<file path="src/hdl/one_shot_timer_table_macros.svh">
// ----------------------------------------------------------------------------
// one_shot_timer_table assertion macros
// shared concurrent assertion forms for the timer table
// ----------------------------------------------------------------------------
`ifndef ONE_SHOT_TIMER_TABLE_MACROS_SVH
`define ONE_SHOT_TIMER_TABLE_MACROS_SVH

// same-cycle implication
`define OSTT_ASSERT_IMP(lbl, clk, rst_n, ante, cons, msg) \
  lbl: assert property (@(posedge clk) disable iff (!rst_n) (ante) |-> (cons)) \
    else $error(msg);

// next-cycle implication
`define OSTT_ASSERT_NXT(lbl, clk, rst_n, ante, cons, msg) \
  lbl: assert property (@(posedge clk) disable iff (!rst_n) (ante) |=> (cons)) \
    else $error(msg);

`endif

</file>
<file path="src/hdl/ostt_pkg.sv">
// ----------------------------------------------------------------------------
// ostt_pkg
// types and constants of the one-shot timer table
// ----------------------------------------------------------------------------
`default_nettype none

package ostt_pkg;

  typedef enum logic [1:0] {
    KIND_ADDED   = 2'd0,
    KIND_FULL    = 2'd1,
    KIND_EXPIRED = 2'd2,
    KIND_NONE    = 2'd3
  } kind_t;

  typedef enum logic [3:0] {
    S_IDLE,
    S_DIV,
    S_SUM,
    S_WRITE,
    S_RD,
    S_SUB,
    S_CHK,
    S_FIN
  } state_t;

  typedef enum logic [1:0] {
    OP_MUL,
    OP_ADD,
    OP_SUB
  } op_t;

  typedef struct packed {
    op_t         op;
    logic [31:0] a;
    logic [31:0] b;
  } alu_req_t;

  // reciprocal of 10 for a 32-bit dividend, exact with a shift of 35
  localparam logic [31:0] RECIP10     = 32'hCCCC_CCCD;
  localparam int          RECIP_SHIFT = 35;
  localparam logic [3:0]  MAX_OUT     = 4'd8;

endpackage

`default_nettype wire

</file>
<file path="src/hdl/ostt_in_if.sv">
// ----------------------------------------------------------------------------
// ostt_in_if
// request channel: add or poll transactions
// ----------------------------------------------------------------------------
`default_nettype none

interface ostt_in_if;
  logic        valid;
  logic        ready;
  logic        action;
  logic [31:0] now;
  logic [31:0] delay_usec;
  logic [7:0]  handle;

  modport source (output valid, action, now, delay_usec, handle, input ready);
  modport sink   (input valid, action, now, delay_usec, handle, output ready);
endinterface

`default_nettype wire

</file>
<file path="src/hdl/ostt_out_if.sv">
// ----------------------------------------------------------------------------
// ostt_out_if
// result channel: one transaction per reported event
// ----------------------------------------------------------------------------
`default_nettype none

interface ostt_out_if;
  logic       valid;
  logic       ready;
  logic [1:0] kind;
  logic [7:0] fired_handle;
  logic [2:0] slot;
  logic       last;

  modport source (output valid, kind, fired_handle, slot, last, input ready);
  modport sink   (input valid, kind, fired_handle, slot, last, output ready);
endinterface

`default_nettype wire

</file>
<file path="src/hdl/ostt_alu.sv">
// ----------------------------------------------------------------------------
// ostt_alu
// shared registered unit: divide by ten via reciprocal, add, subtract
// ----------------------------------------------------------------------------
`default_nettype none

module ostt_alu (
  input  wire logic              clk,
  input  wire ostt_pkg::alu_req_t req,
  output logic [31:0]            res
);

  logic [63:0] prod;
  logic [31:0] res_r;
  logic [31:0] res_nxt;

  always_comb begin
    prod    = {32'd0, req.a} * {32'd0, ostt_pkg::RECIP10};
    res_nxt = res_r;
    case (req.op)
      ostt_pkg::OP_MUL: res_nxt = 32'(prod >> ostt_pkg::RECIP_SHIFT);
      ostt_pkg::OP_ADD: res_nxt = req.a + req.b;
      ostt_pkg::OP_SUB: res_nxt = req.a - req.b;
      default:          res_nxt = res_r;
    endcase
  end

  always_ff @(posedge clk) begin
    res_r <= res_nxt;
  end

  assign res = res_r;

endmodule

`default_nettype wire

</file>
<file path="src/hdl/ostt_slot_mem.sv">
// ----------------------------------------------------------------------------
// ostt_slot_mem
// deadline and handle storage, one write and one registered read port
// ----------------------------------------------------------------------------
`default_nettype none

module ostt_slot_mem #(
  parameter int SLOTS = 8,
  localparam int IDX_W = (SLOTS > 1) ? $clog2(SLOTS) : 1
) (
  input  wire logic             clk,
  input  wire logic             we,
  input  wire logic [IDX_W-1:0] waddr,
  input  wire logic [31:0]      wdeadline,
  input  wire logic [7:0]       whandle,
  input  wire logic             re,
  input  wire logic [IDX_W-1:0] raddr,
  output logic [31:0]           rdeadline,
  output logic [7:0]            rhandle
);

  logic [39:0] mem [SLOTS];
  logic [39:0] rdata_r;

  always_ff @(posedge clk) begin
    if (we) begin
      mem[waddr] <= {wdeadline, whandle};
    end
  end

  always_ff @(posedge clk) begin
    if (re) begin
      rdata_r <= mem[raddr];
    end
  end

  assign rdeadline = rdata_r[39:8];
  assign rhandle   = rdata_r[7:0];

endmodule

`default_nettype wire

</file>
<file path="src/hdl/one_shot_timer_table.sv">
// ----------------------------------------------------------------------------
// one_shot_timer_table
// table of one-shot timers with add and poll transactions
// ----------------------------------------------------------------------------
// An add transaction, once accepted, divides the delay by ten in the
// shared unit, adds it to now for the deadline and writes the slot. It
// stores the timer in the lowest free slot, or reports table full. A poll
// transaction walks the slots in order (registered read of the slot
// memory, subtract in the shared unit, check for each slot) and then gives
// its final result. Both kinds may wait on out_ch.ready, and a poll also
// stalls its walk while an earlier expiry waits on out_ch.ready. A poll
// reports each expired timer, at most MAX_OUT of them, and frees its slot,
// marks the final result with last, and reports none when nothing expired.
// in_ch.ready is high only between transactions. Slot storage needs no
// clearing after reset: free slots are read too, but only busy ones fire.
`default_nettype none

`include "one_shot_timer_table_macros.svh"

module one_shot_timer_table #(
  parameter int SLOTS = 8
) (
  input  wire logic   clk,
  input  wire logic   rst_n,
  ostt_in_if.sink     in_ch,
  ostt_out_if.source  out_ch
);

  localparam int IDX_W = (SLOTS > 1) ? $clog2(SLOTS) : 1;

  ostt_pkg::state_t   state_r, state_nxt;
  ostt_pkg::alu_req_t alu_req;
  logic [31:0]        alu_res;

  logic               act_r, act_nxt;
  logic [31:0]        now_r, now_nxt;
  logic [31:0]        delay_r, delay_nxt;
  logic [7:0]         hdl_r, hdl_nxt;
  logic [IDX_W-1:0]   idx_r, idx_nxt;
  logic [3:0]         cnt_r, cnt_nxt;
  logic               pend_v_r, pend_v_nxt;
  logic [7:0]         pend_hdl_r, pend_hdl_nxt;
  logic [IDX_W-1:0]   pend_slot_r, pend_slot_nxt;
  logic [SLOTS-1:0]   busy_r, busy_nxt;

  logic               out_valid_r, out_valid_nxt;
  ostt_pkg::kind_t    out_kind_r, out_kind_nxt;
  logic [7:0]         out_hdl_r, out_hdl_nxt;
  logic [2:0]         out_slot_r, out_slot_nxt;
  logic               out_last_r, out_last_nxt;

  logic               mem_we;
  logic               mem_re;
  logic [31:0]        rd_deadline;
  logic [7:0]         rd_handle;

  logic               out_free;
  logic               fire;
  logic               idx_last;
  logic               free_found;
  logic [IDX_W-1:0]   free_idx;

  ostt_alu u_alu (
    .clk (clk),
    .req (alu_req),
    .res (alu_res)
  );

  ostt_slot_mem #(.SLOTS(SLOTS)) u_mem (
    .clk       (clk),
    .we        (mem_we),
    .waddr     (free_idx),
    .wdeadline (alu_res),
    .whandle   (hdl_r),
    .re        (mem_re),
    .raddr     (idx_r),
    .rdeadline (rd_deadline),
    .rhandle   (rd_handle)
  );

  assign out_free = !out_valid_r || out_ch.ready;
  assign idx_last = (idx_r == IDX_W'(SLOTS - 1));
  assign fire     = busy_r[idx_r] && (alu_res != 32'd0) && !alu_res[31] &&
                    (cnt_r < ostt_pkg::MAX_OUT);

  // lowest free slot
  always_comb begin
    free_found = 1'b0;
    free_idx   = '0;
    for (int i = SLOTS - 1; i >= 0; i--) begin
      if (!busy_r[i]) begin
        free_found = 1'b1;
        free_idx   = IDX_W'(i);
      end
    end
  end

  // next state
  always_comb begin
    state_nxt = state_r;
    case (state_r)
      ostt_pkg::S_IDLE: begin
        if (in_ch.valid) begin
          state_nxt = in_ch.action ? ostt_pkg::S_RD : ostt_pkg::S_DIV;
        end
      end
      ostt_pkg::S_DIV:   state_nxt = ostt_pkg::S_SUM;
      ostt_pkg::S_SUM:   state_nxt = ostt_pkg::S_WRITE;
      ostt_pkg::S_WRITE: begin
        if (out_free) begin
          state_nxt = ostt_pkg::S_IDLE;
        end
      end
      ostt_pkg::S_RD:    state_nxt = ostt_pkg::S_SUB;
      ostt_pkg::S_SUB:   state_nxt = ostt_pkg::S_CHK;
      ostt_pkg::S_CHK: begin
        if (!(fire && pend_v_r && !out_free)) begin
          state_nxt = idx_last ? ostt_pkg::S_FIN : ostt_pkg::S_RD;
        end
      end
      ostt_pkg::S_FIN: begin
        if (out_free) begin
          state_nxt = ostt_pkg::S_IDLE;
        end
      end
      default: state_nxt = ostt_pkg::S_IDLE;
    endcase
  end

  // datapath and outputs
  always_comb begin
    act_nxt       = act_r;
    now_nxt       = now_r;
    delay_nxt     = delay_r;
    hdl_nxt       = hdl_r;
    idx_nxt       = idx_r;
    cnt_nxt       = cnt_r;
    pend_v_nxt    = pend_v_r;
    pend_hdl_nxt  = pend_hdl_r;
    pend_slot_nxt = pend_slot_r;
    busy_nxt      = busy_r;
    out_valid_nxt = out_valid_r && !out_ch.ready;
    out_kind_nxt  = out_kind_r;
    out_hdl_nxt   = out_hdl_r;
    out_slot_nxt  = out_slot_r;
    out_last_nxt  = out_last_r;
    mem_we        = 1'b0;
    mem_re        = 1'b0;
    in_ch.ready   = 1'b0;
    // hold the shared unit result by default
    alu_req.op    = ostt_pkg::OP_ADD;
    alu_req.a     = alu_res;
    alu_req.b     = 32'd0;

    case (state_r)
      ostt_pkg::S_IDLE: begin
        in_ch.ready = 1'b1;
        if (in_ch.valid) begin
          act_nxt    = in_ch.action;
          now_nxt    = in_ch.now;
          delay_nxt  = in_ch.delay_usec;
          hdl_nxt    = in_ch.handle;
          idx_nxt    = '0;
          cnt_nxt    = 4'd0;
          pend_v_nxt = 1'b0;
        end
      end
      ostt_pkg::S_DIV: begin
        alu_req.op = ostt_pkg::OP_MUL;
        alu_req.a  = delay_r;
      end
      ostt_pkg::S_SUM: begin
        alu_req.op = ostt_pkg::OP_ADD;
        alu_req.a  = now_r;
        alu_req.b  = alu_res;
      end
      ostt_pkg::S_WRITE: begin
        if (out_free) begin
          out_valid_nxt = 1'b1;
          out_last_nxt  = 1'b1;
          out_hdl_nxt   = 8'd0;
          if (free_found) begin
            out_kind_nxt       = ostt_pkg::KIND_ADDED;
            out_slot_nxt       = 3'(free_idx);
            mem_we             = 1'b1;
            busy_nxt[free_idx] = 1'b1;
          end else begin
            out_kind_nxt = ostt_pkg::KIND_FULL;
            out_slot_nxt = 3'd0;
          end
        end
      end
      ostt_pkg::S_RD: begin
        mem_re = 1'b1;
      end
      ostt_pkg::S_SUB: begin
        alu_req.op = ostt_pkg::OP_SUB;
        alu_req.a  = now_r;
        alu_req.b  = rd_deadline;
      end
      ostt_pkg::S_CHK: begin
        if (!(fire && pend_v_r && !out_free)) begin
          if (fire) begin
            if (pend_v_r) begin
              out_valid_nxt = 1'b1;
              out_kind_nxt  = ostt_pkg::KIND_EXPIRED;
              out_hdl_nxt   = pend_hdl_r;
              out_slot_nxt  = 3'(pend_slot_r);
              out_last_nxt  = 1'b0;
            end
            pend_v_nxt      = 1'b1;
            pend_hdl_nxt    = rd_handle;
            pend_slot_nxt   = idx_r;
            busy_nxt[idx_r] = 1'b0;
            cnt_nxt         = cnt_r + 4'd1;
          end
          if (!idx_last) begin
            idx_nxt = idx_r + IDX_W'(1);
          end
        end
      end
      ostt_pkg::S_FIN: begin
        if (out_free) begin
          out_valid_nxt = 1'b1;
          out_last_nxt  = 1'b1;
          pend_v_nxt    = 1'b0;
          if (pend_v_r) begin
            out_kind_nxt = ostt_pkg::KIND_EXPIRED;
            out_hdl_nxt  = pend_hdl_r;
            out_slot_nxt = 3'(pend_slot_r);
          end else begin
            out_kind_nxt = ostt_pkg::KIND_NONE;
            out_hdl_nxt  = 8'd0;
            out_slot_nxt = 3'd0;
          end
        end
      end
      default: begin
      end
    endcase
  end

  always_ff @(posedge clk) begin
    if (!rst_n) begin
      state_r     <= ostt_pkg::S_IDLE;
      idx_r       <= '0;
      cnt_r       <= 4'd0;
      pend_v_r    <= 1'b0;
      busy_r      <= '0;
      out_valid_r <= 1'b0;
    end else begin
      state_r     <= state_nxt;
      idx_r       <= idx_nxt;
      cnt_r       <= cnt_nxt;
      pend_v_r    <= pend_v_nxt;
      busy_r      <= busy_nxt;
      out_valid_r <= out_valid_nxt;
    end
  end

  always_ff @(posedge clk) begin
    act_r       <= act_nxt;
    now_r       <= now_nxt;
    delay_r     <= delay_nxt;
    hdl_r       <= hdl_nxt;
    pend_hdl_r  <= pend_hdl_nxt;
    pend_slot_r <= pend_slot_nxt;
    out_kind_r  <= out_kind_nxt;
    out_hdl_r   <= out_hdl_nxt;
    out_slot_r  <= out_slot_nxt;
    out_last_r  <= out_last_nxt;
  end

  assign out_ch.valid        = out_valid_r;
  assign out_ch.kind         = out_kind_r;
  assign out_ch.fired_handle = out_hdl_r;
  assign out_ch.slot         = out_slot_r;
  assign out_ch.last         = out_last_r;

  `OSTT_ASSERT_IMP(a_cnt_bound, clk, rst_n, 1'b1, cnt_r <= ostt_pkg::MAX_OUT,
    "fire count exceeds result limit")
  `OSTT_ASSERT_NXT(a_fire_frees, clk, rst_n,
    state_r == ostt_pkg::S_CHK && fire && !(pend_v_r && !out_free),
    !busy_r[$past(idx_r)], "fired slot still busy")
  `OSTT_ASSERT_IMP(a_idle_no_pend, clk, rst_n, state_r == ostt_pkg::S_IDLE,
    !pend_v_r, "pending expiry left after poll")
  `OSTT_ASSERT_NXT(a_add_sets_busy, clk, rst_n,
    state_r == ostt_pkg::S_WRITE && out_free && free_found && !act_r,
    busy_r[$past(free_idx)], "added slot not marked busy")

endmodule

`default_nettype wire

</file>
<file path="src/flat_wrapper.sv">
// flat-port wrapper written by rule: the top's interface ports become plain ports
module one_shot_timer_table_flat 
#(
  parameter int SLOTS = 8
)
  (clk, rst_n, in_ch_valid, in_ch_action, in_ch_now, in_ch_delay_usec, in_ch_handle, in_ch_ready, out_ch_valid, out_ch_kind, out_ch_fired_handle, out_ch_slot, out_ch_last, out_ch_ready);
  ostt_in_if in_ch_i ();
  ostt_out_if out_ch_i ();
  input  wire logic clk;
  input  wire logic rst_n;
  input wire logic [$bits(in_ch_i.valid)-1:0] in_ch_valid;
  input wire logic [$bits(in_ch_i.action)-1:0] in_ch_action;
  input wire logic [$bits(in_ch_i.now)-1:0] in_ch_now;
  input wire logic [$bits(in_ch_i.delay_usec)-1:0] in_ch_delay_usec;
  input wire logic [$bits(in_ch_i.handle)-1:0] in_ch_handle;
  output wire logic [$bits(in_ch_i.ready)-1:0] in_ch_ready;
  output wire logic [$bits(out_ch_i.valid)-1:0] out_ch_valid;
  output wire logic [$bits(out_ch_i.kind)-1:0] out_ch_kind;
  output wire logic [$bits(out_ch_i.fired_handle)-1:0] out_ch_fired_handle;
  output wire logic [$bits(out_ch_i.slot)-1:0] out_ch_slot;
  output wire logic [$bits(out_ch_i.last)-1:0] out_ch_last;
  input wire logic [$bits(out_ch_i.ready)-1:0] out_ch_ready;
  assign in_ch_i.valid = in_ch_valid;
  assign in_ch_i.action = in_ch_action;
  assign in_ch_i.now = in_ch_now;
  assign in_ch_i.delay_usec = in_ch_delay_usec;
  assign in_ch_i.handle = in_ch_handle;
  assign in_ch_ready = in_ch_i.ready;
  assign out_ch_valid = out_ch_i.valid;
  assign out_ch_kind = out_ch_i.kind;
  assign out_ch_fired_handle = out_ch_i.fired_handle;
  assign out_ch_slot = out_ch_i.slot;
  assign out_ch_last = out_ch_i.last;
  assign out_ch_i.ready = out_ch_ready;
  one_shot_timer_table #(.SLOTS(SLOTS)) u_core (.clk(clk), .rst_n(rst_n), .in_ch(in_ch_i), .out_ch(out_ch_i));
endmodule
</file>
<file path="config.mk">
export PLATFORM = sky130hd
export DESIGN_NAME = one_shot_timer_table_flat
export DESIGN_NICKNAME = d
export VERILOG_FILES = /design/src/hdl/ostt_pkg.sv /design/src/hdl/ostt_in_if.sv /design/src/hdl/ostt_out_if.sv /design/src/hdl/ostt_alu.sv /design/src/hdl/ostt_slot_mem.sv /design/src/hdl/one_shot_timer_table.sv /design/src/flat_wrapper.sv
export VERILOG_INCLUDE_DIRS = /design/src /design/src/hdl
export SDC_FILE = /design/constraint.sdc
export NUM_CORES = 2
export LEC_CHECK = 0
export BUFFER_PORTS_ARGS = -buffer_cell sky130_fd_sc_hd__buf_2
export CORE_MARGIN = 1.5
export CORE_UTILIZATION = 40
export CTS_CLUSTER_DIAMETER = 30
export CTS_CLUSTER_SIZE = 8
export DETAILED_ROUTE_END_ITERATION = 7
export GPL_TIMING_DRIVEN = 0
export PLACE_DENSITY = 0.63
export SLEW_MARGIN = 20
export SYNTH_ARGS = -nofsm -noshare
export SYNTH_HDL_FRONTEND = slang
export SYNTH_SLANG_ARGS = --single-unit
</file>
<file path="constraint.sdc">
create_clock -name clk -period 8.6 [get_ports clk]
set_input_delay 1.29 -clock clk [delete_from_list [all_inputs] [get_ports clk]]
set_output_delay 1.29 -clock clk [all_outputs]
set_load 0.02 [all_outputs]
</file>
Yosys cells after proc, flatten, opt, wreduce, memory -nomap -nowiden
Memories as Yosys holds them, arrays and structs flattened. A register that Yosys moved wholly into a read port is not among the register bits. Index checks and enable logic that the tools add are counted.

Bits in registers: 150. Bits in writable memories: 320. Bits of input ports: 77. Output and inout port bits: 16. Word-level logic and storage cells: 171. Memories: 1.

Add/subtract/negate cells: 4. Multiply operators: 1. Magnitude comparators: 5. Equality and inequality tests: 19. Mux-type cells: 89. Bitwise logic cells: 4. Reduce and logical (&&, ||, !) cells: 32.

Memory list: u_core.u_mem.mem (depth 8, width 40, rd ports 1, clocked after Yosys merged registers in 1, wr ports 1, line ostt_slot_mem.sv:22) `logic [39:0] mem [SLOTS];`.

Operators by type and width (number): 34-bit case mux with 3 select lines (1); 32-bit case mux with 3 select lines (1); 8-bit 2-to-1 mux (10); 32-bit by 32-bit multiplier with 64-bit output, second input constant (1); 32-bit case mux with 2 select lines (1); 3-bit 2-to-1 mux (19); 32-bit adder (1); 1-bit 2-to-1 mux (32); 32-bit nonzero test (1); 32-bit subtractor (1); 4-bit case mux with 7 select lines (1); 4-bit 2-to-1 mux (6); 8-bit case mux with 3 select lines (1); 4-bit by 3-bit equality test with 1-bit output, second input constant (4); 8-bit case mux with 2 select lines (1); 5-bit AND reduction (3); 2-bit 2-to-1 mux (6); 2-bit by 1-bit != test with 1-bit output, second input constant (6); 3-bit case mux with 3 select lines (1); 3-bit nonzero test (3); 8-bit AND (1); 4-bit by 2-bit equality test with 1-bit output, second input constant (2); 1-bit logical AND (8); 3-bit by 4-bit < comparator with 1-bit output, second input constant (2); other kinds (29) (41).

Depth between registers and ports, before layout
Word-level depth: 16. Mapped depth: 37. Mapped depth without buffers: 33.

Hierarchy
Synthesis repeated with hierarchy kept, for this count alone.

Cell total of the unflattened synthesis: 3064. Area total of the unflattened synthesis: 39044.9 um2.

By module, submodules not included: ostt_alu (times used 1, cells each 2119, area an instance 20264.4 um2, sequential area each 960.9 um2); ostt_slot_mem (times used 1, cells each 515, area an instance 13571.8 um2, sequential area each 10810.4 um2); one_shot_timer_table (times used 1, cells each 430, area an instance 5208.7 um2, sequential area each 3313.2 um2).

Worst setup path before layout
Ideal clock, no wire load.

Path kind: register -> register. Start point: reg u_core.state_r[0]. End point: reg u_core.u_alu.res_r[17], in the netlist u_core.u_alu.res[17], data pin. Setup time: 0.268 ns. Data arrival time: 8.271 ns. Required time: 8.332 ns. Setup slack: 0.061 ns. Cell stages (with the launch flop): 34. Path buffers: 4. Clock period less this slack: 8.539 ns. Cells stage by stage: dfxtp_1 > buf_2 > nor3b_1 > buf_2 > clkbuf_1 > buf_1 > a22oi_1 > nand2_1 > ha_1 > inv_1 > fa_1 > inv_1 > fa_1 > inv_1 > fa_1 > inv_1 > fa_1 > fa_1 > fa_1 > inv_1 > fa_1 > inv_1 > ha_1 > nand4_1 > nor3_1 > nor4b_1 > a211oi_1 > nand3_1 > a21oi_1 > o21ba_2 > o31ai_1 > a221oi_1 > xor2_1 > mux2i_1.

Cells in the longest elaborated chain, start to end: 4. Elaborated cells on any way between the ends: 12. Classes of those cells: add/sub: 2; mul: 1; eq/ne: 5; mux: 3; reduce/logical: 1.

RTL lines: start, declared (line one_shot_timer_table.sv:31) `ostt_pkg::state_t state_r, state_nxt;`; start signal, assigned (line one_shot_timer_table.sv:245) `state_r <= ostt_pkg::S_IDLE;`; start signal, assigned (line one_shot_timer_table.sv:252) `state_r <= state_nxt;`; 4-bit by 3-bit equality test with 1-bit output, or another cell as far along (line one_shot_timer_table.sv:155) `case (state_r)`; 34-bit case mux with 3 select lines or 32-bit case mux with 2 select lines (tied branches) (line one_shot_timer_table.sv:155); 32-bit by 32-bit multiplier with 64-bit output, or another cell as far along (line ostt_alu.sv:18) `prod = {32'd0, req.a} * {32'd0, ostt_pkg::RECIP10};`; 32-bit case mux with 3 select lines (*) (line ostt_alu.sv:20) `case (req.op)`; net u_core.u_alu.res_nxt[17] (line ostt_alu.sv:15) `logic [31:0] res_nxt;`; end signal, assigned (line ostt_alu.sv:29) `res_r <= res_nxt;`; end, declared (line ostt_alu.sv:14) `logic [31:0] res_r;`.

The timed path passes the listed nets; every way through them passes the cells marked *. A chain may end at the register's enable or synchronous reset.

Final worst setup path
Start point: reg u_core.state_r[0]. End point: reg u_core.u_alu.res_r[28], in the netlist u_core.u_alu.res[28], data pin.

Same word-level chain as after synthesis.

==> flow_summary.json <==
{
  "layout-drive-gt1-share_pct": 18.7,
  "run_status": "complete, but fails checks",
  "routabilityCongestion": 0.963,
  "chipHeight_um": 315,
  "globalRouteTotalUtil_pct": 24.5,
  "dieWidth_um": 315,
  "worst_setup_timing_slack_at_the_placement_stage_ns": -3.18,
  "first_iter_violations": 2470,
  "coreArea_sq_um": 96700,
  "crit_path_max_incr_delay_ns": 0.63,
  "syn_area_sq_um": 39100,
  "worstSetupPathType": "register to register",
  "netlist.top_cell.by_area": "sky130_fd_sc_hd__edfxtp_1",
  "cts_tree": "built",
  "drt_pre_antenna_iters": 6,
  "maximum_number_of_pins_on_one_net_before_global_route_repair": 43,
  "synthCells": 3404,
  "ctsHtreeMaxLevel": 3,
  "area_growth_from_synthesis_to_layout_pct": 22.1,
  "worstPathArrival_ns": 9.23,
  "synth.top_cells.by_area": "sky130_fd_sc_hd__edfxtp_1 38%, sky130_fd_sc_hd__fa_1 20%, sky130_fd_sc_hd__ha_1 12%, sky130_fd_sc_hd__inv_1 6.3%, sky130_fd_sc_hd__a22oi_1 3.4%",
  "max_freq_mhz": 113,
  "placement.io_buffers": 92,
  "detailed_place_hpwl_um": 91400,
  "row_count": 114,
  "global_route.overflow_total": 0,
  "clkLatencyLatePin_ns": 0.67,
  "yosys_register_bits": 509,
  "dominantRegCellSynth": "sky130_fd_sc_hd__edfxtp_1",
  "avgSynthCellArea_sq_um": 11.5,
  "drt-wirelength-per-cell_um": 23.6,
  "maximum_clock_skew_at_final_layout_ns": 0.0537,
  "drv_cap": 0,
  "final_core_utilization_pct": 49.3,
  "area_share_of_the_largest_cell_type_after_synthesis_pct": 37.6,
  "synth-edff-count": 489,
  "start_util_pct": 40.4,
  "die_area_sq_um": 99500,
  "crit_top_cell": "sky130_fd_sc_hd__fa_2",
  "routed_wl_um": 121000,
  "post-route-period-util_pct": 103,
  "crit_slowest_cell": "sky130_fd_sc_hd__fa_2",
  "post_synth_num_cell_types": 107,
  "global_route_wire_length_before_repair_um": 180000,
  "crit_path_start_kind": "register",
  "setup_total_negative_slack_ns": -0.994,
  "antenna_violations_before_repair": 3,
  "tritoncts.num_buffers": 95,
  "crit_path_max_fanout": 8,
  "clk_root_buffer_cell": "sky130_fd_sc_hd__clkbuf_16",
  "num_antenna_cells": 0,
  "finish.net_count": 4613,
  "finalWorstPathRequiredPeriod_ns": 8.84,
  "route.vias.total": 27997,
  "seq_area_frac_synth_pct": 38.6,
  "r2r_setup_slack_ns": -0.24,
  "yosysWarningCount": 0,
  "drc_errors": 0,
  "worst-r2r-cell-count": 31,
  "post-route-worst-setup-slack_ns": -0.238,
  "holdPathStages": 0,
  "failed_checks": "negative setup slack",
  "worst_slew_margin_rel_pct": 28.5,
  "grt_setup_unrepaired": "yes",
  "timing.hold.worst.class": "register to register",
  "post-route-cell-area_sq_um": 47700,
  "ios": 93,
  "clock_sink_count": 509,
  "total_cell_area_at_the_placement_stage_sq_um": 41800,
  "maxSlewViolCount": 0,
  "antenna_violating_nets_post_route": 0,
  "vias_per_std_cell": 5.46,
  "clkTransAtPathRegs_ns": 0.05,
  "crit_required_ns": 8.99,
  "worst_setup_path_end_kind": "register",
  "grt_pass1_vias": 28573,
  "hold_viol_final": 0,
  "postSynth.asyncResetShare_pct": 0,
  "fillCellCount": 8536,
  "clock_tree.buffer_depth": 3,
  "setup_viol_count_final": 14,
  "max_slew.worst_pin.slew_ns": 1.07
}
[layer usage]
layer	up-vias	wire [um]	GRT usage (%)	part of all wire [%]
met4	0	5070	9.06	4.2
met1	13987	49100	32.2	41
li1	12558	-	-	-
met3	243	9340	3.99	7.7
met2	1209	57700	40.7	48
met5	-	0	0	0
[cells in the mapped netlist (12+ instances only)]
cell	instances
sky130_fd_sc_hd__a211oi_1	18
sky130_fd_sc_hd__a21o_1	59
sky130_fd_sc_hd__a21oi_1	125
sky130_fd_sc_hd__a221oi_1	14
sky130_fd_sc_hd__a22oi_1	179
sky130_fd_sc_hd__a31oi_1	16
sky130_fd_sc_hd__and2_1	29
sky130_fd_sc_hd__and3_1	15
sky130_fd_sc_hd__clkbuf_1	84
sky130_fd_sc_hd__dfxtp_1	20
sky130_fd_sc_hd__edfxtp_1	489
sky130_fd_sc_hd__fa_1	385
sky130_fd_sc_hd__ha_1	359
sky130_fd_sc_hd__inv_1	660
sky130_fd_sc_hd__mux2i_1	12
sky130_fd_sc_hd__nand2_1	178
sky130_fd_sc_hd__nand2b_1	17
sky130_fd_sc_hd__nand3_1	43
sky130_fd_sc_hd__nand4_1	61
sky130_fd_sc_hd__nor2_1	119
sky130_fd_sc_hd__nor2b_1	19
sky130_fd_sc_hd__nor3_1	41
sky130_fd_sc_hd__nor3b_1	12
sky130_fd_sc_hd__o21ai_0	92
sky130_fd_sc_hd__xnor2_1	73
sky130_fd_sc_hd__xor2_1	48
[layout make-up]
class / instances / area (sq um) / share of cell area (%)
clock buffers: 112 / 2460 / 5.16
repair buffers: 268 / 2120 / 4.44
plain buffers: 98 / 593 / 1.24
multi-input cells: 2155 / 22700 / 47.7
clock inverters: 46 / 546 / 1.14
well taps: 1276 / 1600 / 3.35
inverters: 665 / 2550 / 5.34
flip-flops and latches: 509 / 15100 / 31.6
[layout by cell type, fill, tap and decap left out, types with 11 or more instances in the layout]
cell type                    instances
sky130_fd_sc_hd__inv_1             626
sky130_fd_sc_hd__edfxtp_1          489
sky130_fd_sc_hd__fa_1              373
sky130_fd_sc_hd__ha_1              305
sky130_fd_sc_hd__a22oi_1           169
sky130_fd_sc_hd__nand2_1           157
sky130_fd_sc_hd__buf_4             141
sky130_fd_sc_hd__nor2_1            111
sky130_fd_sc_hd__a21oi_1           111
sky130_fd_sc_hd__buf_2             101
sky130_fd_sc_hd__clkbuf_16          99
sky130_fd_sc_hd__clkbuf_1           81
sky130_fd_sc_hd__o21ai_0            71
sky130_fd_sc_hd__nand4_1            61
sky130_fd_sc_hd__xnor2_1            61
sky130_fd_sc_hd__a21o_1             58
sky130_fd_sc_hd__ha_4               44
sky130_fd_sc_hd__nand3_1            42
sky130_fd_sc_hd__xor2_1             40
sky130_fd_sc_hd__nor3_1             38
sky130_fd_sc_hd__conb_1             32
sky130_fd_sc_hd__and2_1             26
sky130_fd_sc_hd__inv_2              26
sky130_fd_sc_hd__buf_6              20
sky130_fd_sc_hd__nor2b_1            19
sky130_fd_sc_hd__dfxtp_1            17
sky130_fd_sc_hd__nand2b_1           15
sky130_fd_sc_hd__a31oi_1            14
sky130_fd_sc_hd__clkinv_2           13
sky130_fd_sc_hd__o21ai_1            13
sky130_fd_sc_hd__and3_1             12
sky130_fd_sc_hd__nand2_4            12
sky130_fd_sc_hd__a22oi_2            12
sky130_fd_sc_hd__mux2i_1            12
sky130_fd_sc_hd__fa_2               12
sky130_fd_sc_hd__clkinvlp_4         11
sky130_fd_sc_hd__a211oi_1           11
[what timing repair did]
item / in CTS / in global routing
setup endpoints to repair: 29 / 28
pin swaps: 74 / 83
gates cloned: 1 / 2
setup buffers: 90 / 51
gates resized for setup: 291 / 121
hold buffers: 0 / 0
[registers in the layout, summed over array words and instances, names as in the netlist, 2 cells and up]
| name | flops |
|---|---|
| u_core.cnt_r | 4 |
| u_core.u_mem.mem | 320 |
| u_core.out_ch.fired_handle | 8 |
| u_core.delay_r | 32 |
| u_core.now_r | 32 |
| u_core.out_ch.slot | 3 |
| u_core.u_mem.rdata_r | 40 |
| u_core.pend_slot_r | 3 |
| u_core.busy_r | 8 |
| u_core.out_ch.kind | 2 |
| u_core.state_r | 3 |
| u_core.pend_hdl_r | 8 |
| u_core.idx_r | 3 |
| u_core.hdl_r | 8 |
| u_core.u_alu.res | 32 |
[through the flow]
stage,instances,hold slack (ns)
after floorplan,3435,0.400
after global placement,4803,0.402
after detailed placement,4838,0.405
after CTS,5079,0.412
after global routing,5129,0.431
final,5129,0.416
[final timing paths]
kind / start / endpoint
max: u_core.state_r[0]$_SDFFE_PN0P_ / u_core.u_alu.res[28]$_DFFE_PP_
min reg2reg: u_core.u_mem.rdata_r[4]$_DFFE_PP_ / u_core.pend_hdl_r[4]$_DFFE_PP_
min: u_core.u_mem.rdata_r[4]$_DFFE_PP_ / u_core.pend_hdl_r[4]$_DFFE_PP_
max reg2reg: u_core.state_r[0]$_SDFFE_PN0P_ / u_core.u_alu.res[28]$_DFFE_PP_
[worst max-delay path: cells and delay by family (launching register included)]
kind / cells / cell delay, ns
flops: 1 / 0.37
fa+ha+maj: 9 / 3.97
simple gates: 3 / 0.78
xor+xnor: 2 / 0.40
compound gates: 11 / 2.33
buf+inv: 6 / 0.69
[cell families (layout without fill, tap and decap cells)]
| kind of cell | Yosys count | count (layout) | share of synthesized area [%] |
|---|---|---|---|
| flops | 509 | 509 | 38.6 |
| fa+ha+maj | 756 | 756 | 31.6 |
| mux | 18 | 18 | 0.538 |
| compound gates | 627 | 627 | 11.3 |
| xor+xnor | 121 | 121 | 2.71 |
| simple gates | 601 | 601 | 7.80 |
| other cells | 1 | 32 | 0.00960 |
| buf+inv | 771 | 1189 | 7.50 |
Power is left out: the tool's default activity adds up to more than one toggle a clock period on the data nets, which glitch-free logic cannot reach.
